**config.mk**
```make
export PLATFORM = sky130hd
export DESIGN_NAME = packet_header_classifier_flat
export DESIGN_NICKNAME = d
export VERILOG_FILES = /design/src/phc_pkg.sv /design/src/phc_byte_if.sv /design/src/phc_cfg_if.sv /design/src/phc_result_if.sv /design/src/packet_header_classifier.sv /design/src/phc_parser.sv /design/src/phc_decide.sv /design/src/phc_stats.sv /design/src/phc_out_fifo.sv /design/src/flat_wrapper.sv
export SDC_FILE = /design/constraint.sdc
export NUM_CORES = 1
export LEC_CHECK = 0
export ABC_AREA = 1
export BUFFER_PORTS_ARGS = -buffer_cell sky130_fd_sc_hd__buf_2
export CORE_AREA = 2 2 406 408
export CTS_BUF_LIST = sky130_fd_sc_hd__clkbuf_16
export CTS_CLUSTER_DIAMETER = 30
export DETAILED_ROUTE_END_ITERATION = 6
export DIE_AREA = 0 0 408 410
export SLEW_MARGIN = 0
export SYNTH_ARGS = -nofsm -noshare
export SYNTH_HDL_FRONTEND = slang
export SYNTH_HIERARCHICAL = 1
export SYNTH_SLANG_ARGS = --single-unit
```
**constraint.sdc**
```tcl
create_clock -name clk_i -period 13.45 [get_ports clk_i]
set_input_delay 2.69 -clock clk_i [delete_from_list [all_inputs] [get_ports clk_i]]
set_output_delay 2.69 -clock clk_i [all_outputs]
set_load 0.005 [all_outputs]
```
**src/phc_pkg.sv**
```systemverilog
package phc_pkg;

  localparam int unsigned OffsetW = 7;
  localparam int unsigned CfgIdxW = 2;
  localparam int unsigned CfgDataW = 16;
  localparam int unsigned OutDepth = 4;
  localparam int unsigned OutCountW = $clog2(OutDepth + 1);

  localparam logic [OffsetW-1:0] OffsetMax = 7'd127;
  localparam logic [OffsetW-1:0] MacFirst = 7'd6;
  localparam logic [OffsetW-1:0] MacLast = 7'd9;
  localparam logic [OffsetW-1:0] EtherTypeHi = 7'd12;
  localparam logic [OffsetW-1:0] EtherTypeLo = 7'd13;
  localparam logic [OffsetW-1:0] VersionPos = 7'd14;
  localparam logic [OffsetW-1:0] ProtocolPos = 7'd23;
  localparam logic [OffsetW-1:0] EthHdrLen = 7'd14;
  localparam logic [OffsetW-1:0] EthLastPos = 7'd13;
  localparam logic [OffsetW-1:0] IpLastPos = 7'd33;

  localparam logic [15:0] EtherTypeIpv4 = 16'h0800;
  localparam logic [3:0] IpVersion4 = 4'd4;
  localparam logic [7:0] ProtoTcp = 8'd6;
  localparam logic [7:0] ProtoUdp = 8'd17;

  localparam logic [CfgIdxW-1:0] CfgMacSignature = 2'd0;
  localparam logic [CfgIdxW-1:0] CfgTcpDestPort = 2'd1;
  localparam logic [CfgIdxW-1:0] CfgSocketBound = 2'd2;

  localparam logic [15:0] MacSignatureReset = 16'h3607;
  localparam logic [15:0] TcpDestPortReset = 16'd443;

  typedef struct packed {
    logic [31:0] mac_head;
    logic [15:0] ether_type;
    logic [7:0]  version_ihl;
    logic [7:0]  protocol;
    logic [15:0] l4_dst_port;
  } hdr_t;

  typedef struct packed {
    logic               valid;
    logic [OffsetW-1:0] pos;
  } req_t;

  typedef struct packed {
    logic valid;
    logic tcp_hit;
    logic udp_hit;
    logic redirect;
  } dec_t;

  typedef struct packed {
    logic [15:0] mac_signature;
    logic [15:0] tcp_port;
    logic        socket_bound;
  } cfg_t;

  function automatic logic [OffsetW-1:0] transport_offset(input logic [7:0] version_ihl);
    return EthHdrLen + {1'b0, version_ihl[3:0], 2'b00};
  endfunction

endpackage

```
**src/phc_byte_if.sv**
```systemverilog
interface phc_byte_if;
  logic       valid;
  logic       ready;
  logic [7:0] frame_byte;
  logic       last_byte;

  modport source (output valid, output frame_byte, output last_byte, input ready);
  modport sink (input valid, input frame_byte, input last_byte, output ready);
endinterface

```
**src/phc_cfg_if.sv**
```systemverilog
interface phc_cfg_if;
  logic                           valid;
  logic                           ready;
  logic [phc_pkg::CfgIdxW-1:0]    index;
  logic [phc_pkg::CfgDataW-1:0]   data;

  modport source (output valid, output index, output data, input ready);
  modport sink (input valid, input index, input data, output ready);
endinterface

```
**src/phc_result_if.sv**
```systemverilog
interface phc_result_if #(
  parameter int unsigned CountBits = 64
);
  logic                 valid;
  logic                 ready;
  logic                 verdict;
  logic [CountBits-1:0] total_count;
  logic [CountBits-1:0] tcp_count;
  logic [CountBits-1:0] udp_count;
  logic [CountBits-1:0] redirect_count;

  modport source (output valid, output verdict, output total_count, output tcp_count,
                  output udp_count, output redirect_count, input ready);
  modport sink (input valid, input verdict, input total_count, input tcp_count,
                input udp_count, input redirect_count, output ready);
endinterface

```
**src/packet_header_classifier.sv**
```systemverilog
// Ethernet/IPv4 header classifier. Frame bytes enter one per cycle in wire order, and a new
// byte can be taken in every cycle unless the input is held off. Each final byte yields one
// result item with the verdict and the four wrapping frame counters; its valid rises once
// the item has passed the parser's request register, the decision register and the output
// buffer. Results queue in a four-entry output buffer, and the byte input is held off only
// while four results are outstanding between the final-byte capture and the output.
// Configuration writes are always accepted and should be made while no frame is in flight.
module packet_header_classifier #(
  parameter int unsigned CounterBits = 64
) (
  input  logic             clk_i,
  input  logic             rst_ni,
  phc_byte_if.sink         frame_i,
  phc_cfg_if.sink          cfg_i,
  phc_result_if.source     result_o
);

  localparam int unsigned EntryW = 1 + 4 * CounterBits;

  phc_pkg::cfg_t cfg_q, cfg_d;
  phc_pkg::hdr_t hdr;
  phc_pkg::req_t req;
  phc_pkg::dec_t dec;

  logic                            accept;
  logic                            pop;
  logic [phc_pkg::OutCountW:0]     inflight;
  logic [phc_pkg::OutCountW-1:0]   fifo_count;
  logic [CounterBits-1:0]          total_d, tcp_d, udp_d, redirect_d;
  logic [EntryW-1:0]               push_data, head_data;

  assign cfg_i.ready = 1'b1;

  always_comb begin
    cfg_d = cfg_q;
    if (cfg_i.valid) begin
      unique case (cfg_i.index)
        phc_pkg::CfgMacSignature: cfg_d.mac_signature = cfg_i.data;
        phc_pkg::CfgTcpDestPort: cfg_d.tcp_port = cfg_i.data;
        phc_pkg::CfgSocketBound: cfg_d.socket_bound = cfg_i.data[0];
        default: cfg_d = cfg_q;
      endcase
    end
  end

  always_ff @(posedge clk_i or negedge rst_ni) begin
    if (!rst_ni) begin
      cfg_q.mac_signature <= phc_pkg::MacSignatureReset;
      cfg_q.tcp_port <= phc_pkg::TcpDestPortReset;
      cfg_q.socket_bound <= 1'b0;
    end else begin
      cfg_q <= cfg_d;
    end
  end

  assign inflight = (phc_pkg::OutCountW + 1)'(req.valid) + (phc_pkg::OutCountW + 1)'(dec.valid) +
                    (phc_pkg::OutCountW + 1)'(fifo_count);
  assign frame_i.ready = inflight < (phc_pkg::OutCountW + 1)'(phc_pkg::OutDepth);
  assign accept = frame_i.valid && frame_i.ready;

  phc_parser u_parser (
    .clk_i        (clk_i),
    .rst_ni       (rst_ni),
    .accept_i     (accept),
    .frame_byte_i (frame_i.frame_byte),
    .last_byte_i  (frame_i.last_byte),
    .hdr_o        (hdr),
    .req_o        (req)
  );

  phc_decide u_decide (
    .clk_i  (clk_i),
    .rst_ni (rst_ni),
    .req_i  (req),
    .hdr_i  (hdr),
    .cfg_i  (cfg_q),
    .dec_o  (dec)
  );

  phc_stats #(
    .CountBits (CounterBits)
  ) u_stats (
    .clk_i        (clk_i),
    .rst_ni       (rst_ni),
    .dec_i        (dec),
    .total_d_o    (total_d),
    .tcp_d_o      (tcp_d),
    .udp_d_o      (udp_d),
    .redirect_d_o (redirect_d)
  );

  assign push_data = {dec.redirect, total_d, tcp_d, udp_d, redirect_d};
  assign pop = result_o.valid && result_o.ready;

  phc_out_fifo #(
    .Width (EntryW),
    .Depth (phc_pkg::OutDepth)
  ) u_out_fifo (
    .clk_i       (clk_i),
    .rst_ni      (rst_ni),
    .push_i      (dec.valid),
    .push_data_i (push_data),
    .pop_i       (pop),
    .data_o      (head_data),
    .count_o     (fifo_count)
  );

  assign result_o.valid = fifo_count != '0;
  assign {result_o.verdict, result_o.total_count, result_o.tcp_count, result_o.udp_count,
          result_o.redirect_count} = head_data;

endmodule

```
**src/phc_parser.sv**
```systemverilog
module phc_parser (
  input  logic                            clk_i,
  input  logic                            rst_ni,
  input  logic                            accept_i,
  input  logic [7:0]                      frame_byte_i,
  input  logic                            last_byte_i,
  output phc_pkg::hdr_t                   hdr_o,
  output phc_pkg::req_t                   req_o
);

  logic [phc_pkg::OffsetW-1:0] offset_q, offset_d;
  phc_pkg::hdr_t               hdr_q, hdr_d;
  phc_pkg::req_t               req_q, req_d;
  logic [phc_pkg::OffsetW-1:0] tp;

  assign tp = phc_pkg::transport_offset(hdr_q.version_ihl);

  always_comb begin
    offset_d = offset_q;
    hdr_d = hdr_q;
    req_d.valid = accept_i && last_byte_i;
    req_d.pos = offset_q;
    if (accept_i) begin
      if (last_byte_i) begin
        offset_d = '0;
      end else if (offset_q != phc_pkg::OffsetMax) begin
        offset_d = offset_q + 7'd1;
      end
      if (offset_q >= phc_pkg::MacFirst && offset_q <= phc_pkg::MacLast) begin
        hdr_d.mac_head = {hdr_q.mac_head[23:0], frame_byte_i};
      end else if (offset_q == phc_pkg::EtherTypeHi || offset_q == phc_pkg::EtherTypeLo) begin
        hdr_d.ether_type = {hdr_q.ether_type[7:0], frame_byte_i};
      end else if (offset_q == phc_pkg::VersionPos) begin
        hdr_d.version_ihl = frame_byte_i;
      end else if (offset_q == phc_pkg::ProtocolPos) begin
        hdr_d.protocol = frame_byte_i;
      end
      if (offset_q > phc_pkg::VersionPos &&
          (offset_q == tp + 7'd2 || offset_q == tp + 7'd3)) begin
        hdr_d.l4_dst_port = {hdr_q.l4_dst_port[7:0], frame_byte_i};
      end
    end
  end

  always_ff @(posedge clk_i or negedge rst_ni) begin
    if (!rst_ni) begin
      offset_q <= '0;
      hdr_q <= '0;
      req_q <= '0;
    end else begin
      offset_q <= offset_d;
      hdr_q <= hdr_d;
      req_q <= req_d;
    end
  end

  assign hdr_o = hdr_q;
  assign req_o = req_q;

endmodule

```
**src/phc_decide.sv**
```systemverilog
module phc_decide (
  input  logic          clk_i,
  input  logic          rst_ni,
  input  phc_pkg::req_t req_i,
  input  phc_pkg::hdr_t hdr_i,
  input  phc_pkg::cfg_t cfg_i,
  output phc_pkg::dec_t dec_o
);

  logic [15:0]                 sig;
  logic [phc_pkg::OffsetW-1:0] tp;
  logic                        base_ok;
  logic                        tcp_ok;
  logic                        udp_ok;
  phc_pkg::dec_t               dec_q, dec_d;

  assign sig = {hdr_i.mac_head[31:24] ^ hdr_i.mac_head[15:8],
                hdr_i.mac_head[23:16] ^ hdr_i.mac_head[7:0]};
  assign tp = phc_pkg::transport_offset(hdr_i.version_ihl);

  assign base_ok = req_i.pos >= phc_pkg::EthLastPos && sig == cfg_i.mac_signature &&
                   hdr_i.ether_type == phc_pkg::EtherTypeIpv4 &&
                   req_i.pos >= phc_pkg::IpLastPos &&
                   hdr_i.version_ihl[7:4] == phc_pkg::IpVersion4;
  assign tcp_ok = base_ok && hdr_i.protocol == phc_pkg::ProtoTcp &&
                  req_i.pos >= tp + 7'd3 && hdr_i.l4_dst_port == cfg_i.tcp_port;
  assign udp_ok = base_ok && hdr_i.protocol == phc_pkg::ProtoUdp;

  always_comb begin
    dec_d.valid = req_i.valid;
    dec_d.tcp_hit = req_i.valid && tcp_ok;
    dec_d.udp_hit = req_i.valid && udp_ok;
    dec_d.redirect = req_i.valid && (tcp_ok || udp_ok) && cfg_i.socket_bound;
  end

  always_ff @(posedge clk_i or negedge rst_ni) begin
    if (!rst_ni) begin
      dec_q <= '0;
    end else begin
      dec_q <= dec_d;
    end
  end

  assign dec_o = dec_q;

endmodule

```
**src/phc_stats.sv**
```systemverilog
module phc_stats #(
  parameter int unsigned CountBits = 64
) (
  input  logic                 clk_i,
  input  logic                 rst_ni,
  input  phc_pkg::dec_t        dec_i,
  output logic [CountBits-1:0] total_d_o,
  output logic [CountBits-1:0] tcp_d_o,
  output logic [CountBits-1:0] udp_d_o,
  output logic [CountBits-1:0] redirect_d_o
);

  logic [CountBits-1:0] total_q, tcp_q, udp_q, redirect_q;

  assign total_d_o = total_q + CountBits'(dec_i.valid);
  assign tcp_d_o = tcp_q + CountBits'(dec_i.tcp_hit);
  assign udp_d_o = udp_q + CountBits'(dec_i.udp_hit);
  assign redirect_d_o = redirect_q + CountBits'(dec_i.redirect);

  always_ff @(posedge clk_i or negedge rst_ni) begin
    if (!rst_ni) begin
      total_q <= '0;
      tcp_q <= '0;
      udp_q <= '0;
      redirect_q <= '0;
    end else begin
      total_q <= total_d_o;
      tcp_q <= tcp_d_o;
      udp_q <= udp_d_o;
      redirect_q <= redirect_d_o;
    end
  end

endmodule

```
**src/phc_out_fifo.sv**
```systemverilog
module phc_out_fifo #(
  parameter int unsigned Width = 257,
  parameter int unsigned Depth = 4
) (
  input  logic                           clk_i,
  input  logic                           rst_ni,
  input  logic                           push_i,
  input  logic [Width-1:0]               push_data_i,
  input  logic                           pop_i,
  output logic [Width-1:0]               data_o,
  output logic [$clog2(Depth+1)-1:0]     count_o
);

  localparam int unsigned AddrW = $clog2(Depth);
  localparam int unsigned CntW = $clog2(Depth + 1);
  localparam logic [AddrW-1:0] LastAddr = AddrW'(Depth - 1);

  logic [Width-1:0] mem_q [Depth];
  logic [AddrW-1:0] wr_ptr_q, rd_ptr_q;
  logic [CntW-1:0]  count_q;

  always_ff @(posedge clk_i) begin
    if (push_i) begin
      mem_q[wr_ptr_q] <= push_data_i;
    end
  end

  always_ff @(posedge clk_i or negedge rst_ni) begin
    if (!rst_ni) begin
      wr_ptr_q <= '0;
      rd_ptr_q <= '0;
      count_q <= '0;
    end else begin
      if (push_i) begin
        wr_ptr_q <= (wr_ptr_q == LastAddr) ? '0 : wr_ptr_q + AddrW'(1);
      end
      if (pop_i) begin
        rd_ptr_q <= (rd_ptr_q == LastAddr) ? '0 : rd_ptr_q + AddrW'(1);
      end
      count_q <= count_q + CntW'(push_i) - CntW'(pop_i);
    end
  end

  assign data_o = mem_q[rd_ptr_q];
  assign count_o = count_q;

endmodule

```
**src/flat_wrapper.sv**
```systemverilog
// flat-port wrapper written by rule: the top's interface ports become plain ports
module packet_header_classifier_flat 
#(
  parameter int unsigned CounterBits = 64
)
  (clk_i, rst_ni, frame_i_valid, frame_i_frame_byte, frame_i_last_byte, frame_i_ready, cfg_i_valid, cfg_i_index, cfg_i_data, cfg_i_ready, result_o_valid, result_o_verdict, result_o_total_count, result_o_tcp_count, result_o_udp_count, result_o_redirect_count, result_o_ready);
  phc_byte_if frame_i_i ();
  phc_cfg_if cfg_i_i ();
  phc_result_if #(.CountBits((64))) result_o_i ();
  input  logic clk_i;
  input  logic rst_ni;
  input wire logic [$bits(frame_i_i.valid)-1:0] frame_i_valid;
  input wire logic [$bits(frame_i_i.frame_byte)-1:0] frame_i_frame_byte;
  input wire logic [$bits(frame_i_i.last_byte)-1:0] frame_i_last_byte;
  output wire logic [$bits(frame_i_i.ready)-1:0] frame_i_ready;
  input wire logic [$bits(cfg_i_i.valid)-1:0] cfg_i_valid;
  input wire logic [$bits(cfg_i_i.index)-1:0] cfg_i_index;
  input wire logic [$bits(cfg_i_i.data)-1:0] cfg_i_data;
  output wire logic [$bits(cfg_i_i.ready)-1:0] cfg_i_ready;
  output wire logic [$bits(result_o_i.valid)-1:0] result_o_valid;
  output wire logic [$bits(result_o_i.verdict)-1:0] result_o_verdict;
  output wire logic [$bits(result_o_i.total_count)-1:0] result_o_total_count;
  output wire logic [$bits(result_o_i.tcp_count)-1:0] result_o_tcp_count;
  output wire logic [$bits(result_o_i.udp_count)-1:0] result_o_udp_count;
  output wire logic [$bits(result_o_i.redirect_count)-1:0] result_o_redirect_count;
  input wire logic [$bits(result_o_i.ready)-1:0] result_o_ready;
  assign frame_i_i.valid = frame_i_valid;
  assign frame_i_i.frame_byte = frame_i_frame_byte;
  assign frame_i_i.last_byte = frame_i_last_byte;
  assign frame_i_ready = frame_i_i.ready;
  assign cfg_i_i.valid = cfg_i_valid;
  assign cfg_i_i.index = cfg_i_index;
  assign cfg_i_i.data = cfg_i_data;
  assign cfg_i_ready = cfg_i_i.ready;
  assign result_o_valid = result_o_i.valid;
  assign result_o_verdict = result_o_i.verdict;
  assign result_o_total_count = result_o_i.total_count;
  assign result_o_tcp_count = result_o_i.tcp_count;
  assign result_o_udp_count = result_o_i.udp_count;
  assign result_o_redirect_count = result_o_i.redirect_count;
  assign result_o_i.ready = result_o_ready;
  packet_header_classifier #(.CounterBits(CounterBits)) u_core (.clk_i(clk_i), .rst_ni(rst_ni), .frame_i(frame_i_i), .cfg_i(cfg_i_i), .result_o(result_o_i));
endmodule
```
==> results.py, run 1 <==
metrics = {
    "setup_path": {
        "cp_max_fo": 164,
        "cp-start-kind": "register",
        "timing.rr.end": "u_core/u_out_fifo/mem_q[2][143]",
        "worst_setup_path_end_kind": "output pin",
        "r2r_start": "u_core/u_out_fifo/wr_ptr_q[0]",
        "worstSetupPathType": "register to output pin",
        "r2r_cells": 7,
        "critPathArrivalTime_ns": 5.09,
        "cp.required_ns": 10.76,
        "r2r_slack_ns": 9.37,
    },
    "detailed_routing": {
        "vias": 47000,
        "wl_met1_um": 74500,
        "drt_iter0_drc": 3231,
        "ant_nets": 0,
        "first_pass_iters": 6,
        "top_layer": "met4",
        "finalWirelength_um": 167000,
        "routed-wl-met2_um": 77300,
        "avgRoutedWirePerCell_um": 16.8,
        "drcViolationCount": 0,
        "viasPerCell": 4.73,
        "wl_met3_um": 10900,
    },
    "clocking": {
        "postCtsSetupBuffers": 0,
        "numCtsBuffers": 327,
        "cts_sinks": 1423,
        "cts_tree": "built",
        "clk_latency_ns": 0.94,
        "cts-resized-gates": 0,
        "cts_root_buffer": "clkbuf_16",
        "htree_levels": 5,
        "cts_hold_buf": 0,
        "clkTransAtPathRegs_ns": 0.04,
        "clockBufferDepth": 4,
    },
    "worst_hold_path": {
        "whs_endpoint": "u_core/u_parser/req_o[6]",
        "hold_path_depth": 0,
        "hold_path.class": "register to register",
        "min_from": "u_core/u_parser/offset_q[6]",
    },
    "sta": {
        "finalCritPeriodShare": 0.579,
        "holdWs_ns": 0.445,
        "fin_ws_ns": 5.67,
        "clock_skew_ns": 0.0888,
        "hold_viol": 0,
        "fin_crit_ns": 7.78,
        "drv_slew": 0,
        "fmax_ghz": 0.128,
        "finalSetupViolCount": 0,
        "rsz0062_at_grt": "false",
        "worst_pin_slew_ns": 1.15,
        "fin_tns_setup_ns": 0,
        "slew_headroom": 0.232,
    },
    "floorplan": {
        "coreArea_mm2": 0.163,
        "die_x_um": 408,
        "io_pins": 292,
        "initial_core_util": 0.396,
        "rows": 149,
        "fp.dieH_um": 410,
        "dieArea_mm2": 0.167,
    },
    "power": {
        "combinationalPowerShare": 0.191,
        "power.leakage_nw": 36.6,
        "switching_share": 0.295,
        "p_sw_mw": 4.89,
        "internal_power_mw": 11.7,
        "clockPowerShare": 0.485,
        "p_total_mw": 16.6,
        "power_density_mw_per_mm2": 209,
        "ir_drop_mv": 0.191,
        "pwr-share-seq": 0.323,
    },
    "synthesis": {
        "synth.most_common_cell": "nand2_1",
        "syn_nets": 7097,
        "synth_area_leaders": "edfxtp_1 (48%), dfrtp_1 (15%), nand2_1 (14%)",
        "syn_inst": 7037,
        "ys.flop_type": "edfxtp_1",
        "synth_cell_types": 42,
        "netlist_area_mm2": 0.0647,
        "synthTopCellsByCount": "nand2_1 (2,425), inv_1 (1,328), edfxtp_1 (1,028), nand3_1 (647), nor2_1 (516)",
        "yosys_warnings": 6,
        "synth_edf_count": 1028,
        "yosysTopAreaCellShare": 0.477,
        "synthArstFlopShare": 0.278,
        "ys_seq_area_frac": 0.630,
        "avgSynthCellArea_um2": 9.19,
        "ys_ff_latch": 1423,
        "netlist.top_cell.by_area": "edfxtp_1",
    },
    "final_layout": {
        "multi_input_area_mm2": 0.0178,
        "drive_gt1_frac": 0.123,
        "final_core_utilization": 0.486,
        "n_fill_cell": 14900,
        "regArea_mm2": 0.0408,
        "fin_nets": 7553,
        "areaGrowthSynthToFinish_pct": 22.8,
    },
    "global_route": {
        "overflow": 0,
        "grt_pass1_vias": 45800,
        "grt_max_degree": 165,
        "antenna_found_initial": 6,
        "grt_pass1_wl_um": 257000,
        "groute.usage.overall": 0.197,
    },
    "run_status": {
        "status": "finished clean",
    },
    "placed_design": {
        "port_buffers": 290,
        "dpl.hpwl_um": 106000,
        "post-place-ws_ns": 6.51,
        "gp_congestion": 0.916,
    },
    "run": {
        "maxCapViolations": 0,
    },
}
cell families (layout without fill, tap and decap cells):
kind of cell,count (synthesis),after routing,share of synthesized area
xor gates and xnor gates,133,133,0.0180
other,1,2,0.0000580
adders and majority gates,28,28,0.00553
buffers and inverters,1537,2245,0.0938
AOI/OAI and AO/OA,176,176,0.0139
DFF,1423,1423,0.630
and+or+nand+nor,3739,3739,0.238
layout make-up:
cell class,instances,share of cell area
Clock inverter,245,0.0360
Tap cell,2189,0.0345
Sequential cell,1423,0.513
Antenna cell,1,0.0000315
Inverter,1340,0.0639
Clock buffer,336,0.106
Timing Repair Buffer,324,0.0219
Multi-Input combinational cell,4077,0.225
placed cells by master, fill, tap and decap left out, types with 54 or more instances in the layout:
master | Yosys | layout
edfxtp_1 | 1028 | 1028
nand3_1 | 647 | 647
bufinv_16 | 0 | 55
buf_2 | 136 | 289
dfrtp_1 | 381 | 379
clkbuf_16 | 0 | 336
inv_1 | 1328 | 1354
xnor2_1 | 83 | 83
o21ai_1 | 56 | 56
o21ai_0 | 97 | 97
nor2_1 | 516 | 516
nand4_1 | 54 | 54
nand2_1 | 2425 | 2425
registers in the layout, summed over array words and instances, names as in the netlist:
signal	flops
u_core/cfg_q	33
u_core/u_decide/dec_o	4
u_core/u_out_fifo/count_o	3
u_core/u_out_fifo/mem_q	1028
u_core/u_out_fifo/rd_ptr_q	2
u_core/u_out_fifo/wr_ptr_q	2
u_core/u_parser/hdr_o	80
u_core/u_parser/offset_q	7
u_core/u_parser/req_o	8
u_core/u_stats/redirect_q	64
u_core/u_stats/tcp_q	64
u_core/u_stats/total_q	64
u_core/u_stats/udp_q	64
power by group through the flow:
stage / registers, mW / clock network (mW) / logic (mW)
global placement: 5.43 / 0 / 3.18
global route: 5.40 / 8.43 / 3.55
finish: 5.36 / 8.05 / 3.17
floorplan: 5.38 / 0 / 1.96
detailed placement: 5.44 / 0 / 3.21
CTS: 5.37 / 8.18 / 3.23
per-stage QoR:
| stage | instance area [µm²] | cells |
|---|---|---|
| after floorplan | 64700 | 7037 |
| after global placement | 68200 | 9353 |
| after detailed placement | 68200 | 9353 |
| after CTS | 79400 | 9934 |
| after global routing | 79400 | 9934 |
| final | 79400 | 9935 |
how the worst max path moves through the flow:
stage                             startpoint                            end  slack, ns  cells after the start
2_1_floorplan  u_core/u_out_fifo/wr_ptr_q[0]  u_core/u_out_fifo/mem_q[2][0]       7.19                      4
3_3_place_gp   u_core/u_out_fifo/rd_ptr_q[0]    result_o_redirect_count[43]       6.59                      7
3_5_place_dp   u_core/u_out_fifo/rd_ptr_q[0]    result_o_redirect_count[43]       6.51                      7
4_1_cts        u_core/u_out_fifo/rd_ptr_q[0]    result_o_redirect_count[43]       5.54                      7
5_1_grt        u_core/u_out_fifo/rd_ptr_q[0]    result_o_redirect_count[43]       5.33                      7
6_report       u_core/u_out_fifo/rd_ptr_q[0]    result_o_redirect_count[43]       5.67                      7
layer usage:
layer,global-route usage,vias up
met1,0.263,22400
met4,0.0665,0
met2,0.316,1315
met5,0,-
li1,-,23000
met3,0.0460,275
worst max-delay path, cell delays in order (launching register included):
cell	delay (ns)
dfrtp_4	0.80
inv_8	0.86
buf_4	0.84
buf_4	0.85
nand2_1	0.16
nand3_1	0.12
nand2_1	0.22
buf_2	0.20
No activity file was read; power rests on OpenSTA's default activity.
==> inputs of run 2 (changes only) <==
==> constraint.sdc (replaced) <==
create_clock -name clk_i -period 6.6 [get_ports clk_i]
set_input_delay 1.32 -clock clk_i [delete_from_list [all_inputs] [get_ports clk_i]]
set_output_delay 1.32 -clock clk_i [all_outputs]
set_load 0.005 [all_outputs]
==> run 2 against run 1 <==
First-iteration DRC count is 2.4% higher. Total power up 98%. Global-route usage about the same. Critical path type unchanged. Largest cell class unchanged. Largest power group unchanged.
==> results.py, run 2 (synthesis results as in run 1) <==
metrics = {
    "setup_path": {
        "timing.rr.end": "u_core/u_parser/hdr_o[9]",
        "critPathArrivalTime_ns": 3.56,
        "worstSetupPathType": "register to output pin",
        "cp.required_ns": 5.28,
        "worst_setup_path_end_kind": "output pin",
        "critPathMaxStageDelay_ns": 0.74,
        "crit_slowest_cell": "buf_4",
        "worstPathCellList": "buf_4 -> buf_4 -> nand2_1 -> nand3_1 -> nand2_1 -> buf_2",
        "cp_max_fo": 81,
        "crit_cells": 6,
        "crit_family": "buffers and inverters",
        "r2r_start": "u_core/u_parser/req_o[7]",
        "cp.buffers_inverters": 3,
        "cp-start-kind": "register",
        "r2r_cells": 12,
        "r2r_slack_ns": 3.45,
    },
    "clocking": {
        "clk_latency_ns": 0.93,
        "cts_root_buffer": "clkbuf_16",
        "cts_tree": "built",
        "cts_sinks": 1423,
        "cts-resized-gates": 0,
        "postCtsSetupBuffers": 0,
        "clockBufferDepth": 4,
        "htree_levels": 5,
        "numCtsBuffers": 326,
        "clkTransAtPathRegs_ns": 0.04,
        "cts_hold_buf": 0,
    },
    "run": {
        "maxCapViolations": 0,
    },
    "sta": {
        "hold_viol": 0,
        "slew_headroom": 0.187,
        "holdWs_ns": 0.422,
        "finalSetupViolCount": 0,
        "fin_crit_ns": 4.88,
        "rsz0062_at_grt": "false",
        "fmax_ghz": 0.205,
        "finalCritPeriodShare": 0.739,
        "clock_skew_ns": 0.0731,
        "fin_tns_setup_ns": 0,
        "worst_pin_slew_ns": 1.22,
        "drv_slew": 0,
    },
    "global_route": {
        "antenna_found_initial": 6,
        "grt.busiest_layer": "met2",
        "grt_pass1_wl_um": 258000,
        "overflow": 0,
        "use_met2": 0.322,
        "grt_pass1_vias": 45300,
        "grt_max_degree": 191,
        "use_met3": 0.0413,
        "use_met1": 0.265,
        "groute.usage.overall": 0.197,
    },
    "detailed_routing": {
        "drt_iter0_drc": 3309,
        "vias": 46500,
        "viasPerCell": 4.68,
        "drcViolationCount": 0,
        "avgRoutedWirePerCell_um": 16.7,
        "ant_nets": 0,
        "finalWirelength_um": 166000,
        "first_pass_iters": 6,
    },
    "final_layout": {
        "largest_reg_flops": 1028,
        "fin_nets": 7552,
        "final_cell_mix": "nand2_1 (2,425), inv_1 (1,361), edfxtp_1 (1,028), nand3_1 (647), nor2_1 (516)",
        "multi_input_area_mm2": 0.0178,
        "largest-register": "u_core/u_out_fifo/mem_q",
        "layout_commonest_cell": "nand2_1",
        "n_fill_cell": 14900,
        "areaGrowthSynthToFinish_pct": 22.0,
        "regArea_mm2": 0.0408,
        "drive_gt1_frac": 0.119,
        "final_cells": 9938,
    },
    "placed_design": {
        "dpl.hpwl_um": 105000,
        "gp_congestion": 0.917,
        "port_buffers": 290,
        "placed_cells": 9353,
    },
    "floorplan": {
        "coreArea_mm2": 0.163,
        "die_x_um": 408,
        "initial_core_util": 0.396,
        "io_pins": 292,
        "fp.dieH_um": 410,
        "dieArea_mm2": 0.167,
        "rows": 149,
    },
    "power": {
        "ir_drop_mv": 0.329,
        "power_density_mw_per_mm2": 416,
        "power.leakage_nw": 36.3,
    },
    "worst_hold_path": {
        "hold_path.class": "primary input to asynchronous set/reset pin",
    },
    "run_status": {
        "status": "finished clean",
    },
}
## run 2: worst max-delay path by stage
stage	startpoint	to	slack [ns]
3_3_place_gp	u_core/u_out_fifo/rd_ptr_q[0]	result_o_tcp_count[12]	2.66
4_1_cts	u_core/u_out_fifo/rd_ptr_q[0]	result_o_tcp_count[19]	1.66
6_report	u_core/u_out_fifo/rd_ptr_q[0]	result_o_tcp_count[21]	1.72
3_5_place_dp	u_core/u_out_fifo/rd_ptr_q[0]	result_o_tcp_count[19]	2.61
5_1_grt	u_core/u_out_fifo/rd_ptr_q[0]	result_o_tcp_count[18]	1.48
2_1_floorplan	u_core/u_out_fifo/wr_ptr_q[0]	u_core/u_out_fifo/mem_q[2][0]	0.34
## run 2: report_power, final
group / total [mW] / internal [mW] / leakage [nW] / switching [mW]
sequential: 10.8 / 10.5 / 13.8 / 0.350
clock: 15.4 / 10.4 / 5.29 / 4.96
combinational: 6.66 / 2.04 / 17.2 / 4.61
total: 32.8 / 22.9 / 36.3 / 9.92
## run 2: stage by stage
step	power [mW]	util	area [µm²]	worst slack, ns
after global routing	34.4	0.482	78900	1.48
after global placement	17.7	0.418	68300	2.66
after CTS	33.2	0.482	78900	1.66
after detailed placement	17.7	0.418	68300	2.61
final	32.8	0.482	78900	1.72
after floorplan	15.0	-	64700	0.343
## run 2: worst reg2reg max path, stage by stage, from the launching register on
cell and delay [ns]:
dfrtp_1 0.48, ha_1 0.36, nand2_1 0.08, nand2_1 0.10, a21oi_1 0.69, o21ai_0 0.23, nor2_1 0.16, nand2_1 0.06
nor2_1 0.13, nand2_2 0.23, nor2_4 0.38, nand2_1 0.11, nand2_1 0.08
## run 2: layout make-up
type,count,area share
Clock buffer,331,0.105
Clock inverter,253,0.0294
Tap cell,2189,0.0347
Inverter,1340,0.0643
Timing Repair Buffer,324,0.0233
Multi-Input combinational cell,4077,0.226
Sequential cell,1423,0.517
Antenna cell,1,0.0000317
## run 2: layer usage
metal	wire (µm)	vias up
met5	0	-
met4	3540	0
met3	9990	246
met2	78500	1255
met1	74300	22100
li1	-	23000
